### config.mk
export PLATFORM = sky130hd
export DESIGN_NAME = mmi96_ctrl
export DESIGN_NICKNAME = d
export VERILOG_FILES = /design/src/rtl/core/mmi96_pkg.sv /design/src/rtl/core/mmi96_ctrl.sv
export SDC_FILE = /design/constraint.sdc
export NUM_CORES = 1
export LEC_CHECK = 0
export BUFFER_PORTS_ARGS = -buffer_cell sky130_fd_sc_hd__buf_2
export CORE_MARGIN = 2
export CORE_UTILIZATION = 47
export CTS_CLUSTER_SIZE = 16
export DETAILED_ROUTE_END_ITERATION = 8
export MAX_ROUTING_LAYER = met4
export PLACE_DENSITY = 0.75
export SLEW_MARGIN = 5
export SYNTH_ARGS = -nofsm -noshare
export SYNTH_HDL_FRONTEND = slang
export SYNTH_SLANG_ARGS = --single-unit
export TNS_END_PERCENT = 30
### constraint.sdc
create_clock -name clk -period 1.6 [get_ports clk]
set_input_delay 0.08 -clock clk [delete_from_list [all_inputs] [get_ports clk]]
set_output_delay 0.08 -clock clk [all_outputs]
set_load 0.005 [all_outputs]
### src/rtl/core/mmi96_pkg.sv
package mmi96_pkg;

  // Field widths of the ports.
  localparam int unsigned LOW_BITS  = 64;
  localparam int unsigned HIGH_BITS = 32;
  localparam int unsigned MOD_BITS  = LOW_BITS + HIGH_BITS;
  localparam int unsigned WIDE_BITS = 128;
  localparam int unsigned ACC_BITS  = 192;
  localparam int unsigned LIMB_BITS = 32;

  // Default REDC word width.
  localparam int unsigned WORD_BITS_DEF = 64;

  // Signed power-of-two counter width; covers -64 up to a few hundred.
  localparam int unsigned T_BITS = 10;

  // Configuration register indexes.
  localparam logic [1:0] REG_MOD_LOW  = 2'd0;
  localparam logic [1:0] REG_MOD_HIGH = 2'd1;
  localparam logic [1:0] REG_NEG_INV  = 2'd2;

  // Reset values of the configuration registers.
  localparam logic [63:0] MOD_LOW_RST  = 64'd3;
  localparam logic [31:0] MOD_HIGH_RST = 32'd0;
  localparam logic [63:0] NEG_INV_RST  = 64'h5555_5555_5555_5555;

  // Datapath operation codes.
  localparam logic [3:0] OP_NOP   = 4'd0;
  localparam logic [3:0] OP_LOAD  = 4'd1;
  localparam logic [3:0] OP_CLR   = 4'd2;
  localparam logic [3:0] OP_MUL   = 4'd3;
  localparam logic [3:0] OP_ACC   = 4'd4;
  localparam logic [3:0] OP_KSET  = 4'd5;
  localparam logic [3:0] OP_RDONE = 4'd6;
  localparam logic [3:0] OP_INIT  = 4'd7;
  localparam logic [3:0] OP_SHA   = 4'd8;
  localparam logic [3:0] OP_SHB   = 4'd9;
  localparam logic [3:0] OP_SUBA  = 4'd10;
  localparam logic [3:0] OP_SUBB  = 4'd11;
  localparam logic [3:0] OP_DBL   = 4'd12;
  localparam logic [3:0] OP_OK    = 4'd13;
  localparam logic [3:0] OP_FAIL  = 4'd14;

  // Command from the controller to the datapath.
  typedef struct packed {
    logic [3:0] op;
    logic       kph;    // REDC quotient phase: multiply by the negated inverse
    logic       use_u;  // REDC works on the cofactor rather than on a
    logic       s_var;  // REDC shift taken from the counter rather than the word width
    logic       xi;     // limb of the first operand
    logic [1:0] yj;     // limb of the second operand
  } cmd_t;

  // Status from the datapath to the controller.
  typedef struct packed {
    logic m_odd;
    logic a_zero;
    logic a_lt_m;
    logic a_one;
    logic a_eq_b;
    logic a_lt_b;
    logic a_odd;
    logic b_odd;
    logic t_neg;
    logic t_pos;
    logic t_ge_w;
  } sts_t;

endpackage

### src/rtl/core/mmi96_ctrl.sv
module mmi96_ctrl (
  input  logic                clk,
  input  logic                rst_n,
  input  logic                start,
  output logic                busy,
  output logic                out_valid,
  output mmi96_pkg::cmd_t     cmd,
  input  mmi96_pkg::sts_t     sts
);
  import mmi96_pkg::*;

  localparam logic [3:0] S_IDLE  = 4'd0;
  localparam logic [3:0] S_CHK   = 4'd1;
  localparam logic [3:0] S_RCLR  = 4'd2;
  localparam logic [3:0] S_RMUL  = 4'd3;
  localparam logic [3:0] S_RACC  = 4'd4;
  localparam logic [3:0] S_RKSET = 4'd5;
  localparam logic [3:0] S_RDONE = 4'd6;
  localparam logic [3:0] S_CZ    = 4'd7;
  localparam logic [3:0] S_NORM  = 4'd8;
  localparam logic [3:0] S_LOOP  = 4'd9;
  localparam logic [3:0] S_SHA   = 4'd10;
  localparam logic [3:0] S_SHB   = 4'd11;
  localparam logic [3:0] S_FIN   = 4'd12;
  localparam logic [3:0] S_TNEG  = 4'd13;
  localparam logic [3:0] S_TW    = 4'd14;

  logic [3:0] state_r, state_nxt;
  logic [1:0] rcnt_r, rcnt_nxt;
  logic       kph_r, kph_nxt;
  logic       i_r, i_nxt;
  logic [1:0] j_r, j_nxt;
  logic       use_u_r, use_u_nxt;
  logic       svar_r, svar_nxt;
  logic       strobe_r, strobe_nxt;
  logic [1:0] jmax;

  assign busy      = (state_r != S_IDLE);
  assign out_valid = strobe_r;
  assign jmax      = kph_r ? 2'd1 : 2'd2;

  // Sequencer: next state and command for the datapath.
  always_comb begin
    state_nxt  = state_r;
    rcnt_nxt   = rcnt_r;
    kph_nxt    = kph_r;
    i_nxt      = i_r;
    j_nxt      = j_r;
    use_u_nxt  = use_u_r;
    svar_nxt   = svar_r;
    strobe_nxt = 1'b0;
    cmd.op     = OP_NOP;
    cmd.kph    = kph_r;
    cmd.use_u  = use_u_r;
    cmd.s_var  = svar_r;
    cmd.xi     = i_r;
    cmd.yj     = j_r;
    case (state_r)
      S_IDLE: begin
        if (start) begin
          cmd.op    = OP_LOAD;
          state_nxt = S_CHK;
        end
      end
      S_CHK: begin
        if (!sts.m_odd || sts.a_zero || !sts.a_lt_m) begin
          cmd.op     = OP_FAIL;
          strobe_nxt = 1'b1;
          state_nxt  = S_IDLE;
        end else begin
          rcnt_nxt  = 2'd0;
          use_u_nxt = 1'b0;
          svar_nxt  = 1'b0;
          state_nxt = S_RCLR;
        end
      end
      S_RCLR: begin
        cmd.op    = OP_CLR;
        kph_nxt   = 1'b1;
        i_nxt     = 1'b0;
        j_nxt     = 2'd0;
        state_nxt = S_RMUL;
      end
      S_RMUL: begin
        cmd.op    = OP_MUL;
        state_nxt = S_RACC;
      end
      S_RACC: begin
        cmd.op    = OP_ACC;
        state_nxt = S_RMUL;
        if (j_r == jmax) begin
          j_nxt = 2'd0;
          if (i_r) begin
            state_nxt = kph_r ? S_RKSET : S_RDONE;
          end else begin
            i_nxt = 1'b1;
          end
        end else begin
          j_nxt = j_r + 2'd1;
        end
      end
      S_RKSET: begin
        cmd.op    = OP_KSET;
        kph_nxt   = 1'b0;
        i_nxt     = 1'b0;
        j_nxt     = 2'd0;
        state_nxt = S_RMUL;
      end
      S_RDONE: begin
        cmd.op = OP_RDONE;
        if (use_u_r) begin
          state_nxt = S_TW;
        end else begin
          rcnt_nxt  = rcnt_r + 2'd1;
          state_nxt = (rcnt_r == 2'd2) ? S_CZ : S_RCLR;
        end
      end
      S_CZ: begin
        if (sts.a_zero) begin
          cmd.op     = OP_FAIL;
          strobe_nxt = 1'b1;
          state_nxt  = S_IDLE;
        end else begin
          cmd.op    = OP_INIT;
          state_nxt = S_NORM;
        end
      end
      S_NORM: begin
        if (!sts.a_odd) begin
          cmd.op = OP_SHA;
        end else begin
          state_nxt = S_LOOP;
        end
      end
      S_LOOP: begin
        if (sts.a_eq_b) begin
          state_nxt = S_FIN;
        end else if (sts.a_lt_b) begin
          cmd.op    = OP_SUBB;
          state_nxt = S_SHB;
        end else begin
          cmd.op    = OP_SUBA;
          state_nxt = S_SHA;
        end
      end
      S_SHA: begin
        if (!sts.a_odd) begin
          cmd.op = OP_SHA;
        end else begin
          state_nxt = S_LOOP;
        end
      end
      S_SHB: begin
        if (!sts.b_odd) begin
          cmd.op = OP_SHB;
        end else begin
          state_nxt = S_LOOP;
        end
      end
      S_FIN: begin
        if (!sts.a_one) begin
          cmd.op     = OP_FAIL;
          strobe_nxt = 1'b1;
          state_nxt  = S_IDLE;
        end else begin
          state_nxt = S_TNEG;
        end
      end
      S_TNEG: begin
        if (sts.t_neg) begin
          cmd.op = OP_DBL;
        end else begin
          state_nxt = S_TW;
        end
      end
      S_TW: begin
        use_u_nxt = 1'b1;
        if (sts.t_ge_w) begin
          svar_nxt  = 1'b0;
          state_nxt = S_RCLR;
        end else if (sts.t_pos) begin
          svar_nxt  = 1'b1;
          state_nxt = S_RCLR;
        end else begin
          cmd.op     = OP_OK;
          strobe_nxt = 1'b1;
          state_nxt  = S_IDLE;
        end
      end
      default: begin
        state_nxt = S_IDLE;
      end
    endcase
  end

  // Control registers.
  always_ff @(posedge clk) begin
    if (!rst_n) begin
      state_r  <= S_IDLE;
      rcnt_r   <= 2'd0;
      kph_r    <= 1'b0;
      i_r      <= 1'b0;
      j_r      <= 2'd0;
      use_u_r  <= 1'b0;
      svar_r   <= 1'b0;
      strobe_r <= 1'b0;
    end else begin
      state_r  <= state_nxt;
      rcnt_r   <= rcnt_nxt;
      kph_r    <= kph_nxt;
      i_r      <= i_nxt;
      j_r      <= j_nxt;
      use_u_r  <= use_u_nxt;
      svar_r   <= svar_nxt;
      strobe_r <= strobe_nxt;
    end
  end

endmodule

# == Word-level counts from Yosys, hierarchy flattened ==
# Index checks and enable logic that the tools add are counted.
# totals
regBits,13
latch_bits,0
mem_bits_rw,0
mem_bits_ro,0
inputBits,14
n_memories,0
# op_classes
add_sub_neg,2
multipliers,0
div_mod_pow,0
n_lt_le_gt_ge,0
eq_ne,24
shift,0
muxes,48
n_bitwise,0
reduce_logical,17
# op_table
cell,count
4-bit 2-to-1 mux,16
4-bit case mux with 14 select lines,1
4-bit case mux with 13 select lines,1
4-bit equality test (second input constant),7
4-bit by 3-bit equality test with 1-bit output (second input constant),4
2-bit 2-to-1 mux,8
3-bit 2-to-1 mux,4
2-bit != test (second input constant),6
1-bit 2-to-1 mux,11
4-bit by 2-bit equality test with 1-bit output (second input constant),2
1-bit case mux with 2 select lines,4
2-bit case mux with 2 select lines,2
2-bit nonzero test,4
3-bit AND reduction,2
2-bit by 1-bit adder with 2-bit output (second input constant),2
4-bit by 1-bit equality test with 1-bit output (second input constant),1
4-bit logical NOT,1
1-bit case mux with 4 select lines,1
2-bit AND reduction,2
4-bit AND reduction,1
4-bit nonzero test,1
2-bit OR reduction,2
3-bit != test (second input constant),1
2-bit equality test,1
other kinds (4),6

# == Logic depth before layout (Yosys ltp) ==
# Gate-level depths: netlist of the first run.
# logic_depth
depth_word,5
depth_mapped,7

# == Least setup slack after synthesis of the first run ==
# No wires, ideal clock.
# synth_path
kind,register -> register
startpoint,register state_r[2]
endpoint,register svar_r
setup_time_ps,116
t_arrival_ps,1378
required_ps,1484
slack_ps,106
stages_incl_launch_ff,6
path_cell_list,dfxtp_1 -> buf_6 -> nand2b_4 -> or4_4 -> a22o_1 -> and3_1
# synth_between
elab_chain_cells,3
word_cells_on_any_way,7
classes_between,eq/ne (4); mux (1); reduce/logical (2)
# synth_lines
item,line_no,text
start: declaration,mmi96_ctrl.sv:28,"logic [3:0] state_r, state_nxt;"
start signal: assignment,mmi96_ctrl.sv:208,state_r <= state_nxt;
4-bit equality test or 4-bit by 1-bit equality test with 1-bit output (tied branches),mmi96_ctrl.sv:58,case (state_r)
"3-bit != test (no line), or another cell as far along",n/a,
3-bit AND reduction (no line),n/a,
end signal: assignment,mmi96_ctrl.sv:214,svar_r <= svar_nxt;
end: declaration,mmi96_ctrl.sv:34,"logic svar_r, svar_nxt;"
# Several ways; a longest one is shown, not always the timed one.
# A chain may end at the register's enable or synchronous reset.

==> results of run 1 <==
==> report_power, final <==
part | internal, mW | switching, mW | leakage [nW]
clock network | 0.0970 | 0.114 | 0.0150
registers | 0.327 | 0.00863 | 0.108
logic | 0.0607 | 0.0649 | 0.461
==> placed cells by master (no fill, tap or decap), drive strengths merged <==
cell type  synthesis  final
buf               10     43
nor2              17     17
nand2             15     15
dfxtp             13     13
a21oi             11     11
nor2b              9      9
o21ai              9      9
nand2b             5      5
nor3b              5      5
nand3b             4      4
nor3               4      4
clkbuf             2      4
or3                3      3
and2               3      3
inv                2      2
a21o               2      2
nand3              2      2
o21a               2      2
o211ai             2      2
a22o               2      2
nor4               2      2
a221o              1      1
a31oi              1      1
a211oi             1      1
a22oi              1      1
a211o              1      1
xor2               1      1
a32oi              1      1
or4                1      1
mux2i              1      1
or3b               1      1
o221ai             1      1
a32o               1      1
o31ai              1      1
o22ai              1      1
a221oi             1      1
and3               1      1
ha                 1      1
==> cell families (layout without fill, tap and decap cells) <==
kind of cell,count (synthesis),in the layout,share of synthesized area (%)
and+or+nand+nor,72,72,38.9
AOI/OAI and AO/OA,39,39,24.5
buffers and inverters,14,49,8.48
DFF,13,13,25.2
adders and majority gates,1,1,1.21
xor gates and xnor gates,1,1,0.848
muxes,1,1,0.969
==> cell type report <==
class                           instances  area (µm²)  area share (%)
Clock buffer                            4        26.3            1.90
Inverter                                2        7.51           0.542
Multi-Input combinational cell        114         766            55.2
Sequential cell                        13         270            19.5
Tap cell                               27        33.8            2.44
Timing Repair Buffer                   43         283            20.4
==> how the worst max path moves through the flow <==
stage | from | to | slack, ps | depth (start not counted)
after detailed placement | state_r[3] | j_r[1] | 20 | 5
after CTS | state_r[1] | cmd[9] | -150 | 6
final | state_r[1] | cmd[9] | -150 | 6
after floorplan | state_r[2] | svar_r | 110 | 5
after global routing | state_r[1] | cmd[9] | -210 | 6
after global placement | state_r[3] | j_r[1] | 10 | 5
==> layer usage <==
layer  part of all wire [%]  up-vias  GRT usage [%]
li1                       -      575              -
met3                    7.9       11           2.05
met5                      0        -              -
met2                     47       74           45.2
met1                     41      560           32.1
met4                    3.4        0           12.2
==> per-stage QoR <==
step	cells	setup WS, ps	setup TNS (ps)	util, %
4_1_cts	201	-149	-386	65.7
6_report	203	-146	-449	68.6
5_1_grt	203	-214	-795	68.6
2_1_floorplan	141	106	0	-
3_5_place_dp	192	18.8	0	59.1
3_3_place_gp	192	9.58	0	59.1
==> tightest hold or removal path, cell delays in order <==
cell	delay (ps)
sky130_fd_sc_hd__buf_2	120
sky130_fd_sc_hd__nand2_1	50
sky130_fd_sc_hd__and3_1	140
==> registers in the layout (all words and copies together), names as in the netlist <==
register,flops
i_r,1
kph_r,1
j_r,2
rcnt_r,2
svar_r,1
use_u_r,1
state_r,4
out_valid,1
==> what timing repair did <==
action	4_1_cts	5_1_grt
pin swaps	5	3
resized for setup	20	10
buffers inserted	5	2
setup endpoints to repair	5	11
==> flow_results.xml, run 1 <==
<?xml version="1.0" encoding="UTF-8"?>
<metrics>
  <group name="outcome">
    <metric name="run_status" unit="">finished with violations</metric>
    <metric name="violations_in_the_final_reports" unit="">setup timing</metric>
  </group>
  <group name="detailed_routing">
    <metric name="ant_nets" unit="">0</metric>
    <metric name="postRouteWirelength" unit="µm">3170</metric>
    <metric name="drt-wirelength-per-cell" unit="µm">15.6</metric>
    <metric name="drt_pass1_iterations" unit="">4</metric>
    <metric name="count_of_vias_placed_by_the_detailed_router" unit="">1220</metric>
    <metric name="detail_route.iter0.violations" unit="">49</metric>
    <metric name="via_per_inst" unit="">6.01</metric>
    <metric name="route.detailed.drc" unit="">0</metric>
  </group>
  <group name="clocking">
    <metric name="clkSlewWorstSetupHoldPaths" unit="ps">80</metric>
    <metric name="ctsHoldBuffers" unit="">0</metric>
    <metric name="cts_tree" unit="">done</metric>
    <metric name="clock_sinks" unit="">13</metric>
    <metric name="cts-buffers-inserted" unit="">3</metric>
    <metric name="clk-insertion-delay-late" unit="ps">280</metric>
    <metric name="ctsHtreeMaxLevel" unit="">1</metric>
    <metric name="cts_root_buffer" unit="">sky130_fd_sc_hd__clkbuf_4</metric>
    <metric name="cts_max_path_buffers" unit="">2</metric>
  </group>
  <group name="synthesis">
    <metric name="ys_seq_elements" unit="">13</metric>
    <metric name="yosys.cell_count.top_type" unit="">sky130_fd_sc_hd__nor2_1</metric>
    <metric name="synth_ff_type" unit="">sky130_fd_sc_hd__dfxtp_1</metric>
    <metric name="synth_top_cells_by_count" unit="">sky130_fd_sc_hd__nor2_1 (17), sky130_fd_sc_hd__nand2_1 (15), sky130_fd_sc_hd__dfxtp_1 (13), sky130_fd_sc_hd__a21oi_1 (11), sky130_fd_sc_hd__nor2b_1 (9)</metric>
    <metric name="synth_area_leader_cell" unit="">sky130_fd_sc_hd__dfxtp_1</metric>
    <metric name="avg_synthesized_cell_area" unit="µm²">7.33</metric>
    <metric name="syn-cell-area" unit="µm²">1030</metric>
    <metric name="synth_top_cells_by_area" unit="">sky130_fd_sc_hd__dfxtp_1 (25%), sky130_fd_sc_hd__nor2_1 (6.2%), sky130_fd_sc_hd__nand2_1 (5.4%)</metric>
    <metric name="async_flop_share" unit="%">0</metric>
    <metric name="synth_edf_count" unit="">0</metric>
    <metric name="cell_count_after_synthesis" unit="">141</metric>
    <metric name="synthDominantCellAreaShare" unit="%">25.2</metric>
    <metric name="synth_warnings" unit="">0</metric>
    <metric name="mappedNetlistNets" unit="">156</metric>
    <metric name="netlist-cell-type-count" unit="">43</metric>
    <metric name="sequential_cell_area_fraction_in_the_yosys_report" unit="%">25.2</metric>
  </group>
  <group name="cells_and_area">
    <metric name="design.final.nets" unit="">192</metric>
    <metric name="antenna_cells" unit="">0</metric>
    <metric name="final_layout_size_suffix_gt1_share" unit="%">39.8</metric>
    <metric name="fillCellCount" unit="">166</metric>
    <metric name="stdcell_area" unit="µm²">1390</metric>
    <metric name="area_overhead_of_the_layout_relative_to_synthesis" unit="%">34.1</metric>
  </group>
  <group name="placement">
    <metric name="place_area" unit="µm²">1190</metric>
    <metric name="placement.io_buffers" unit="">25</metric>
    <metric name="detailedPlacementHpwl" unit="µm">2300</metric>
    <metric name="place_congestion" unit="">0.970</metric>
  </group>
  <group name="hold_path">
    <metric name="min-delay-start" unit="">sts[0]</metric>
    <metric name="hold-path-cell-count" unit="">3</metric>
    <metric name="worstHoldEndpoint" unit="">svar_r</metric>
    <metric name="min_path_type" unit="">input pin to register</metric>
  </group>
  <group name="run">
    <metric name="maxCapViolCount" unit="">0</metric>
  </group>
  <group name="sta">
    <metric name="timing.max_slew.rel_slack" unit="%">75.2</metric>
    <metric name="finalSetupViolations" unit="">6</metric>
    <metric name="final_critical_path_setup_slack" unit="ps">-146</metric>
    <metric name="worst_hold_slack" unit="ps">130</metric>
    <metric name="max_clk_rate" unit="MHz">573</metric>
    <metric name="hold_violations" unit="">0</metric>
    <metric name="rsz0062_at_grt" unit="">yes</metric>
    <metric name="slew_viol_final" unit="">0</metric>
    <metric name="tightestPinTransition" unit="ps">370</metric>
    <metric name="timing.final.crit_period" unit="ps">1750</metric>
    <metric name="fin_worst_skew" unit="ps">2.53</metric>
    <metric name="finalCritPeriodShare" unit="%">109</metric>
  </group>
  <group name="critical_path">
    <metric name="timing.reg2reg.setup_slack" unit="ps">-50</metric>
    <metric name="critPathSlowestCell" unit="">sky130_fd_sc_hd__dfxtp_4</metric>
    <metric name="worstReg2RegStart" unit="">state_r[1]</metric>
    <metric name="cp.required" unit="ps">1520</metric>
    <metric name="worstSetupEndpointType" unit="">primary output</metric>
    <metric name="critical-path-max-stage-delay" unit="ps">370</metric>
    <metric name="setup.worst_path.class" unit="">register to primary output</metric>
    <metric name="path_buf_inv" unit="">2</metric>
    <metric name="cp_cell_sequence" unit="">buf_6 &gt; nor3b_1 &gt; a31oi_2 &gt; o21ai_2 &gt; or3_1 &gt; buf_2</metric>
    <metric name="cp-start-kind" unit="">register</metric>
    <metric name="endpoint_of_the_worst_register_to_register_path" unit="">svar_r</metric>
    <metric name="worstRegToRegCells" unit="">5</metric>
    <metric name="cp_data_arrival_time" unit="ps">1670</metric>
    <metric name="crit_family" unit="">simple AND/OR/NAND/NOR gates</metric>
    <metric name="critical_path_peak_fanout" unit="">6</metric>
  </group>
  <group name="pwr">
    <metric name="worst_ir_drop_vdd" unit="mV">0.386</metric>
    <metric name="power.leakage" unit="nW">0.583</metric>
    <metric name="p_total" unit="mW">0.672</metric>
    <metric name="cellPowerDensity" unit="nW/µm²">485</metric>
  </group>
  <group name="global_routing">
    <metric name="grt_overflow_total" unit="">0</metric>
    <metric name="grt_antenna_before_repair" unit="">0</metric>
    <metric name="grt_start_max_net_pins" unit="">16</metric>
    <metric name="wire_length_of_the_first_global_routing_pass" unit="µm">5040</metric>
    <metric name="grt_pass1_vias" unit="">1129</metric>
    <metric name="grt.total_usage" unit="%">26.5</metric>
  </group>
  <group name="die">
    <metric name="fp-row-count" unit="">16</metric>
    <metric name="design.portCount" unit="">26</metric>
    <metric name="die_w" unit="µm">50.9</metric>
    <metric name="start_util" unit="%">51.1</metric>
    <metric name="dieArea" unit="µm²">2590</metric>
    <metric name="die_y" unit="µm">50.9</metric>
    <metric name="core_area" unit="µm²">2020</metric>
  </group>
</metrics>
(Power assumes the default switching activity.)
==> run 2, diff against run 1 <==
CAP_MARGIN = 5   (was unset)
CORE_UTILIZATION = 52   (was 47)
PLACE_DENSITY = 0.78   (was 0.75)
clock period = 1.8 ns   (was 1.6 ns; I/O delays follow)
==> flow_results.xml, run 2 (synthesis results as in run 1) <==
<?xml version="1.0" encoding="UTF-8"?>
<metrics>
  <group name="sta">
    <metric name="max_clk_rate" unit="MHz">548</metric>
    <metric name="timing.final.crit_period" unit="ps">1830</metric>
    <metric name="hold_violations" unit="">0</metric>
    <metric name="finalCritPeriodShare" unit="%">101</metric>
    <metric name="timing.max_slew.rel_slack" unit="%">70.3</metric>
    <metric name="finalSetupViolations" unit="">2</metric>
    <metric name="rsz0062_at_grt" unit="">yes</metric>
    <metric name="slew_viol_final" unit="">0</metric>
    <metric name="final_critical_path_setup_slack" unit="ps">-25.1</metric>
    <metric name="tightestPinTransition" unit="ps">441</metric>
    <metric name="fin_worst_skew" unit="ps">19.0</metric>
  </group>
  <group name="global_routing">
    <metric name="grt_start_max_net_pins" unit="">14</metric>
    <metric name="grt_antenna_before_repair" unit="">0</metric>
    <metric name="wire_length_of_the_first_global_routing_pass" unit="µm">5240</metric>
    <metric name="grt_pass1_vias" unit="">1134</metric>
    <metric name="grt_overflow_total" unit="">0</metric>
    <metric name="grt.total_usage" unit="%">29.4</metric>
  </group>
  <group name="critical_path">
    <metric name="critical_path_peak_fanout" unit="">5</metric>
    <metric name="cp-startpoint" unit="">state_r[1]</metric>
    <metric name="cp.required" unit="ps">1710</metric>
    <metric name="worstReg2RegStart" unit="">state_r[1]</metric>
    <metric name="cp-start-kind" unit="">register</metric>
    <metric name="setup.worst_path.class" unit="">register to primary output</metric>
    <metric name="worstSetupEndpointType" unit="">primary output</metric>
    <metric name="cp_data_arrival_time" unit="ps">1740</metric>
  </group>
  <group name="detailed_routing">
    <metric name="route.detailed.drc" unit="">0</metric>
    <metric name="count_of_vias_placed_by_the_detailed_router" unit="">1234</metric>
    <metric name="detail_route.iter0.violations" unit="">50</metric>
    <metric name="drt-wirelength-per-cell" unit="µm">15.9</metric>
    <metric name="drt_pass1_iterations" unit="">4</metric>
    <metric name="ant_nets" unit="">0</metric>
    <metric name="via_per_inst" unit="">6.02</metric>
    <metric name="postRouteWirelength" unit="µm">3260</metric>
  </group>
  <group name="die">
    <metric name="design.portCount" unit="">26</metric>
    <metric name="dieArea" unit="µm²">2360</metric>
    <metric name="die_y" unit="µm">48.6</metric>
    <metric name="start_util" unit="%">53.8</metric>
    <metric name="die_w" unit="µm">48.6</metric>
    <metric name="core_area" unit="µm²">1920</metric>
    <metric name="fp-row-count" unit="">16</metric>
  </group>
  <group name="cells_and_area">
    <metric name="final_layout_size_suffix_gt1_share" unit="%">37.1</metric>
    <metric name="largest_reg_flops" unit="">4</metric>
    <metric name="final_cells" unit="">205</metric>
    <metric name="area_overhead_of_the_layout_relative_to_synthesis" unit="%">31.8</metric>
    <metric name="registers.top_by_ff_count" unit="">state_r</metric>
    <metric name="largestRegisters" unit="">state_r: 4 flops, j_r: 2 flops, rcnt_r: 2 flops</metric>
    <metric name="stdcell_area" unit="µm²">1360</metric>
    <metric name="mostFrequentLayoutCell" unit="">sky130_fd_sc_hd__buf_2</metric>
    <metric name="antenna_cells" unit="">0</metric>
    <metric name="design.final.nets" unit="">194</metric>
    <metric name="most_used_cells_in_the_layout_excluding_fill_and_tap_cells" unit="">sky130_fd_sc_hd__buf_2 (25), sky130_fd_sc_hd__nor2_1 (17), sky130_fd_sc_hd__buf_4 (16), sky130_fd_sc_hd__nand2_1 (13), sky130_fd_sc_hd__a21oi_1 (10)</metric>
  </group>
  <group name="clocking">
    <metric name="clock_sinks" unit="">13</metric>
    <metric name="cts-buffers-inserted" unit="">3</metric>
    <metric name="cts_tree" unit="">done</metric>
    <metric name="ctsHtreeMaxLevel" unit="">1</metric>
    <metric name="clkSlewWorstSetupHoldPaths" unit="ps">100</metric>
    <metric name="clk-insertion-delay-late" unit="ps">300</metric>
    <metric name="cts_max_path_buffers" unit="">2</metric>
    <metric name="cts_root_buffer" unit="">sky130_fd_sc_hd__clkbuf_4</metric>
  </group>
  <group name="placement">
    <metric name="dp.cells" unit="">189</metric>
    <metric name="place_area" unit="µm²">1170</metric>
    <metric name="place_congestion" unit="">0.853</metric>
    <metric name="placement.io_buffers" unit="">25</metric>
    <metric name="detailedPlacementHpwl" unit="µm">2090</metric>
  </group>
  <group name="hold_path">
    <metric name="min-delay-start" unit="">sts[0]</metric>
    <metric name="min_path_type" unit="">input pin to register</metric>
  </group>
  <group name="pwr">
    <metric name="power.leakage" unit="nW">0.590</metric>
    <metric name="cellPowerDensity" unit="nW/µm²">453</metric>
    <metric name="worst_ir_drop_vdd" unit="mV">0.350</metric>
  </group>
  <group name="outcome">
    <metric name="violations_in_the_final_reports" unit="">setup timing</metric>
    <metric name="run_status" unit="">finished with violations</metric>
  </group>
  <group name="run">
    <metric name="maxCapViolCount" unit="">0</metric>
  </group>
</metrics>
==> run 2: area by class of cell <==
type | count | area (µm²)
multi-input cells | 114 | 728
fillers | 166 | 559
repair buffers | 45 | 294
flip-flops and latches | 13 | 273
well taps | 27 | 33.8
clock buffers | 4 | 26.3
inverters | 2 | 7.51
==> run 2: stage by stage <==
stage / setup TNS (ps) / utilization [%] / setup WS, ps / power (mW) / hold WS [ps]
2_1_floorplan: 0 / - / 306 / 0.367 / 286
3_3_place_gp: 0 / 61.0 / 170 / 0.403 / 428
3_5_place_dp: 0 / 61.0 / 143 / 0.404 / 430
4_1_cts: 0 / 68.8 / 2.63 / 0.614 / 133
5_1_grt: -164 / 70.9 / -74.1 / 0.646 / 150
6_report: -25.2 / 70.9 / -25.1 / 0.618 / 137
==> run 2: worst paths after layout <==
kind / slack, ps / to / depth (start not counted)
hold / removal: 140 / svar_r / 3
setup / recovery: -30 / cmd[9] / 6
setup reg to reg: 110 / j_r[1] / 6
hold reg to reg: 540 / j_r[1] / 2
==> run 2: critical path, cell delays in order (launching register included) <==
cell,delay [ps]
sky130_fd_sc_hd__dfxtp_4,370
sky130_fd_sc_hd__buf_6,130
sky130_fd_sc_hd__nor3b_4,150
sky130_fd_sc_hd__a31oi_2,200
sky130_fd_sc_hd__o21ai_2,90
sky130_fd_sc_hd__or3_1,350
sky130_fd_sc_hd__buf_2,130
==> run 2: power by group <==
part	switching, mW	internal, mW	total, mW
Combinational	0.0610	0.0594	0.120
Sequential	0.00793	0.290	0.297
Clock	0.114	0.0864	0.200
==> run 2: timing repair <==
| item | CTS | global route |
|---|---|---|
| endpoints found under the setup margin | 4 | 4 |
| resized for setup | 16 | 7 |
| setup buffers | 10 | 2 |
| pin swaps | 3 | 2 |
| hold buffers | 0 | 0 |
==> run 2: metal layers <==
| layer | up-vias | GRT usage, % | wire, µm |
|---|---|---|---|
| li1 | 578 | - | - |
| met1 | 576 | 37.6 | 1360 |
| met2 | 65 | 45.8 | 1560 |
| met3 | 15 | 4.01 | 238 |
| met4 | 0 | 14.8 | 99 |
| met5 | - | - | 0 |
==> run 3, diff against run 2 <==
REMOVE_ABC_BUFFERS = 1   (was unset)
==> flow_results.xml, run 3 (synthesis results as in run 1) <==
<?xml version="1.0" encoding="UTF-8"?>
<metrics>
  <group name="cells_and_area">
    <metric name="most_used_cells_in_the_layout_excluding_fill_and_tap_cells" unit="">sky130_fd_sc_hd__buf_2 (25), sky130_fd_sc_hd__buf_4 (23), sky130_fd_sc_hd__nor2_1 (17), sky130_fd_sc_hd__nand2_1 (14), sky130_fd_sc_hd__a21oi_1 (10)</metric>
    <metric name="area_overhead_of_the_layout_relative_to_synthesis" unit="%">34.0</metric>
    <metric name="final_layout_size_suffix_gt1_share" unit="%">38.5</metric>
    <metric name="largestRegisters" unit="">state_r: 4 flops, j_r: 2 flops, rcnt_r: 2 flops</metric>
    <metric name="final_cells" unit="">209</metric>
    <metric name="antenna_cells" unit="">0</metric>
    <metric name="design.final.nets" unit="">198</metric>
    <metric name="registers.top_by_ff_count" unit="">state_r</metric>
    <metric name="mostFrequentLayoutCell" unit="">sky130_fd_sc_hd__buf_2</metric>
    <metric name="largest_reg_flops" unit="">4</metric>
  </group>
  <group name="sta">
    <metric name="slew_viol_final" unit="">0</metric>
    <metric name="finalSetupViolations" unit="">2</metric>
    <metric name="fin_worst_skew" unit="ps">0.859</metric>
    <metric name="rsz0062_at_grt" unit="">yes</metric>
    <metric name="finalSetupTns" unit="ps">-44.3</metric>
    <metric name="max_clk_rate" unit="MHz">549</metric>
    <metric name="final_critical_path_setup_slack" unit="ps">-22.2</metric>
    <metric name="timing.max_slew.rel_slack" unit="%">76.0</metric>
    <metric name="finalCritPeriodShare" unit="%">101</metric>
    <metric name="tightestPinTransition" unit="ps">357</metric>
    <metric name="timing.final.crit_period" unit="ps">1820</metric>
    <metric name="hold_violations" unit="">0</metric>
  </group>
  <group name="detailed_routing">
    <metric name="ant_nets" unit="">0</metric>
    <metric name="drt-wirelength-per-cell" unit="µm">14.9</metric>
    <metric name="drt_pass1_iterations" unit="">4</metric>
    <metric name="via_per_inst" unit="">5.83</metric>
    <metric name="route.detailed.drc" unit="">0</metric>
    <metric name="detail_route.iter0.violations" unit="">36</metric>
    <metric name="postRouteWirelength" unit="µm">3120</metric>
    <metric name="count_of_vias_placed_by_the_detailed_router" unit="">1218</metric>
  </group>
  <group name="outcome">
    <metric name="run_status" unit="">finished with violations</metric>
    <metric name="violations_in_the_final_reports" unit="">setup timing</metric>
  </group>
  <group name="global_routing">
    <metric name="grt_start_max_net_pins" unit="">13</metric>
    <metric name="grt_antenna_before_repair" unit="">0</metric>
    <metric name="grt_pass1_vias" unit="">1112</metric>
    <metric name="wire_length_of_the_first_global_routing_pass" unit="µm">5020</metric>
    <metric name="grt_overflow_total" unit="">0</metric>
    <metric name="grt.total_usage" unit="%">28.2</metric>
  </group>
  <group name="critical_path">
    <metric name="critical_path_peak_fanout" unit="">8</metric>
    <metric name="worstSetupEndpointType" unit="">primary output</metric>
    <metric name="critPathSlowestCell" unit="">sky130_fd_sc_hd__dfxtp_4</metric>
    <metric name="worstRegToRegCells" unit="">10</metric>
    <metric name="critical-path-max-stage-delay" unit="ps">400</metric>
    <metric name="setup.worst_path.class" unit="">register to primary output</metric>
    <metric name="cp.required" unit="ps">1710</metric>
    <metric name="cp_cell_sequence" unit="">buf_8 &gt; clkinvlp_4 &gt; or3_4 &gt; a21oi_2 &gt; a21oi_1 &gt; nand3b_1 &gt; buf_2</metric>
    <metric name="cp-start-kind" unit="">register</metric>
    <metric name="cp_data_arrival_time" unit="ps">1730</metric>
  </group>
  <group name="clocking">
    <metric name="cts-buffers-inserted" unit="">3</metric>
    <metric name="clkSlewWorstSetupHoldPaths" unit="ps">80</metric>
    <metric name="ctsHtreeMaxLevel" unit="">1</metric>
    <metric name="ctsHoldBuffers" unit="">0</metric>
    <metric name="cts_tree" unit="">done</metric>
    <metric name="clk-insertion-delay-late" unit="ps">270</metric>
    <metric name="cts_max_path_buffers" unit="">2</metric>
    <metric name="cts_root_buffer" unit="">sky130_fd_sc_hd__clkbuf_4</metric>
    <metric name="clock_sinks" unit="">13</metric>
  </group>
  <group name="placement">
    <metric name="placement.io_buffers" unit="">25</metric>
    <metric name="detailedPlacementHpwl" unit="µm">2140</metric>
    <metric name="place_congestion" unit="">0.879</metric>
    <metric name="dp.cells" unit="">191</metric>
  </group>
  <group name="pwr">
    <metric name="cellPowerDensity" unit="nW/µm²">437</metric>
    <metric name="worst_ir_drop_vdd" unit="mV">0.294</metric>
    <metric name="power.leakage" unit="nW">0.601</metric>
  </group>
  <group name="hold_path">
    <metric name="min_path_type" unit="">input pin to register</metric>
    <metric name="hold-path-cell-count" unit="">3</metric>
  </group>
  <group name="die">
    <metric name="design.portCount" unit="">26</metric>
    <metric name="die_w" unit="µm">48.6</metric>
    <metric name="dieArea" unit="µm²">2360</metric>
    <metric name="start_util" unit="%">53.8</metric>
    <metric name="core_area" unit="µm²">1920</metric>
    <metric name="die_y" unit="µm">48.6</metric>
    <metric name="fp-row-count" unit="">16</metric>
  </group>
  <group name="run">
    <metric name="maxCapViolCount" unit="">0</metric>
  </group>
</metrics>
[run 3: layout make-up]
class	instances	area [µm²]
Sequential cell	13	270
Timing Repair Buffer	49	313
Inverter	2	11.3
Multi-Input combinational cell	114	731
Tap cell	27	33.8
Fill cell	163	537
Clock buffer	4	26.3
[run 3: final timing paths]
path / start / end / slack [ps]
min: sts[0] / svar_r / 150
max reg2reg: state_r[1] / state_r[0] / 20
max: state_r[1] / cmd[6] / -20
min reg2reg: j_r[1] / j_r[1] / 540
[run 3: what timing repair did]
action                     CTS  global route
setup buffers                8             6
cloned                       0             0
hold endpoints to repair     0             0
pin swaps                    2             5
setup endpoints to repair    4             5
gates resized for setup     10             9
[run 3: metal layers]
metal  track usage (%)  vias to the layer above  part of all wire, %
met1              34.6                      580                   44
li1                  -                      586                    -
met5                 -                        -                    0
met2              46.8                       48                   50
met4              13.3                        0                  1.7
met3              2.78                        4                  4.3
[run 3: power by group]
group	switching (mW)	total, mW	internal (mW)	leakage, nW
Combinational	0.0604	0.124	0.0634	0.479
Clock	0.0975	0.183	0.0858	0.0150
Sequential	0.00665	0.298	0.291	0.108
Total	0.165	0.605	0.440	0.601
[run 3: critical path: cells and delay by family (launching register included)]
family | cells | cell delay, ps
and+or+nand+nor | 2 | 470
AOI/OAI and AO/OA | 2 | 210
buffers and inverters | 3 | 380
DFF | 1 | 400
[run 3: per-stage QoR]
step                      total power, mW  area, µm²  util (%)  hold slack [ps]  worst slack (ps)
final                               0.605       1390      72.1              149             -22.2
after floorplan                     0.357        953         -              208              93.0
after CTS                           0.594       1300      67.5              138              7.33
after global routing                0.645       1390      72.1              140              -106
after global placement              0.407       1190      61.8              417               159
after detailed placement            0.408       1190      61.8              431               123
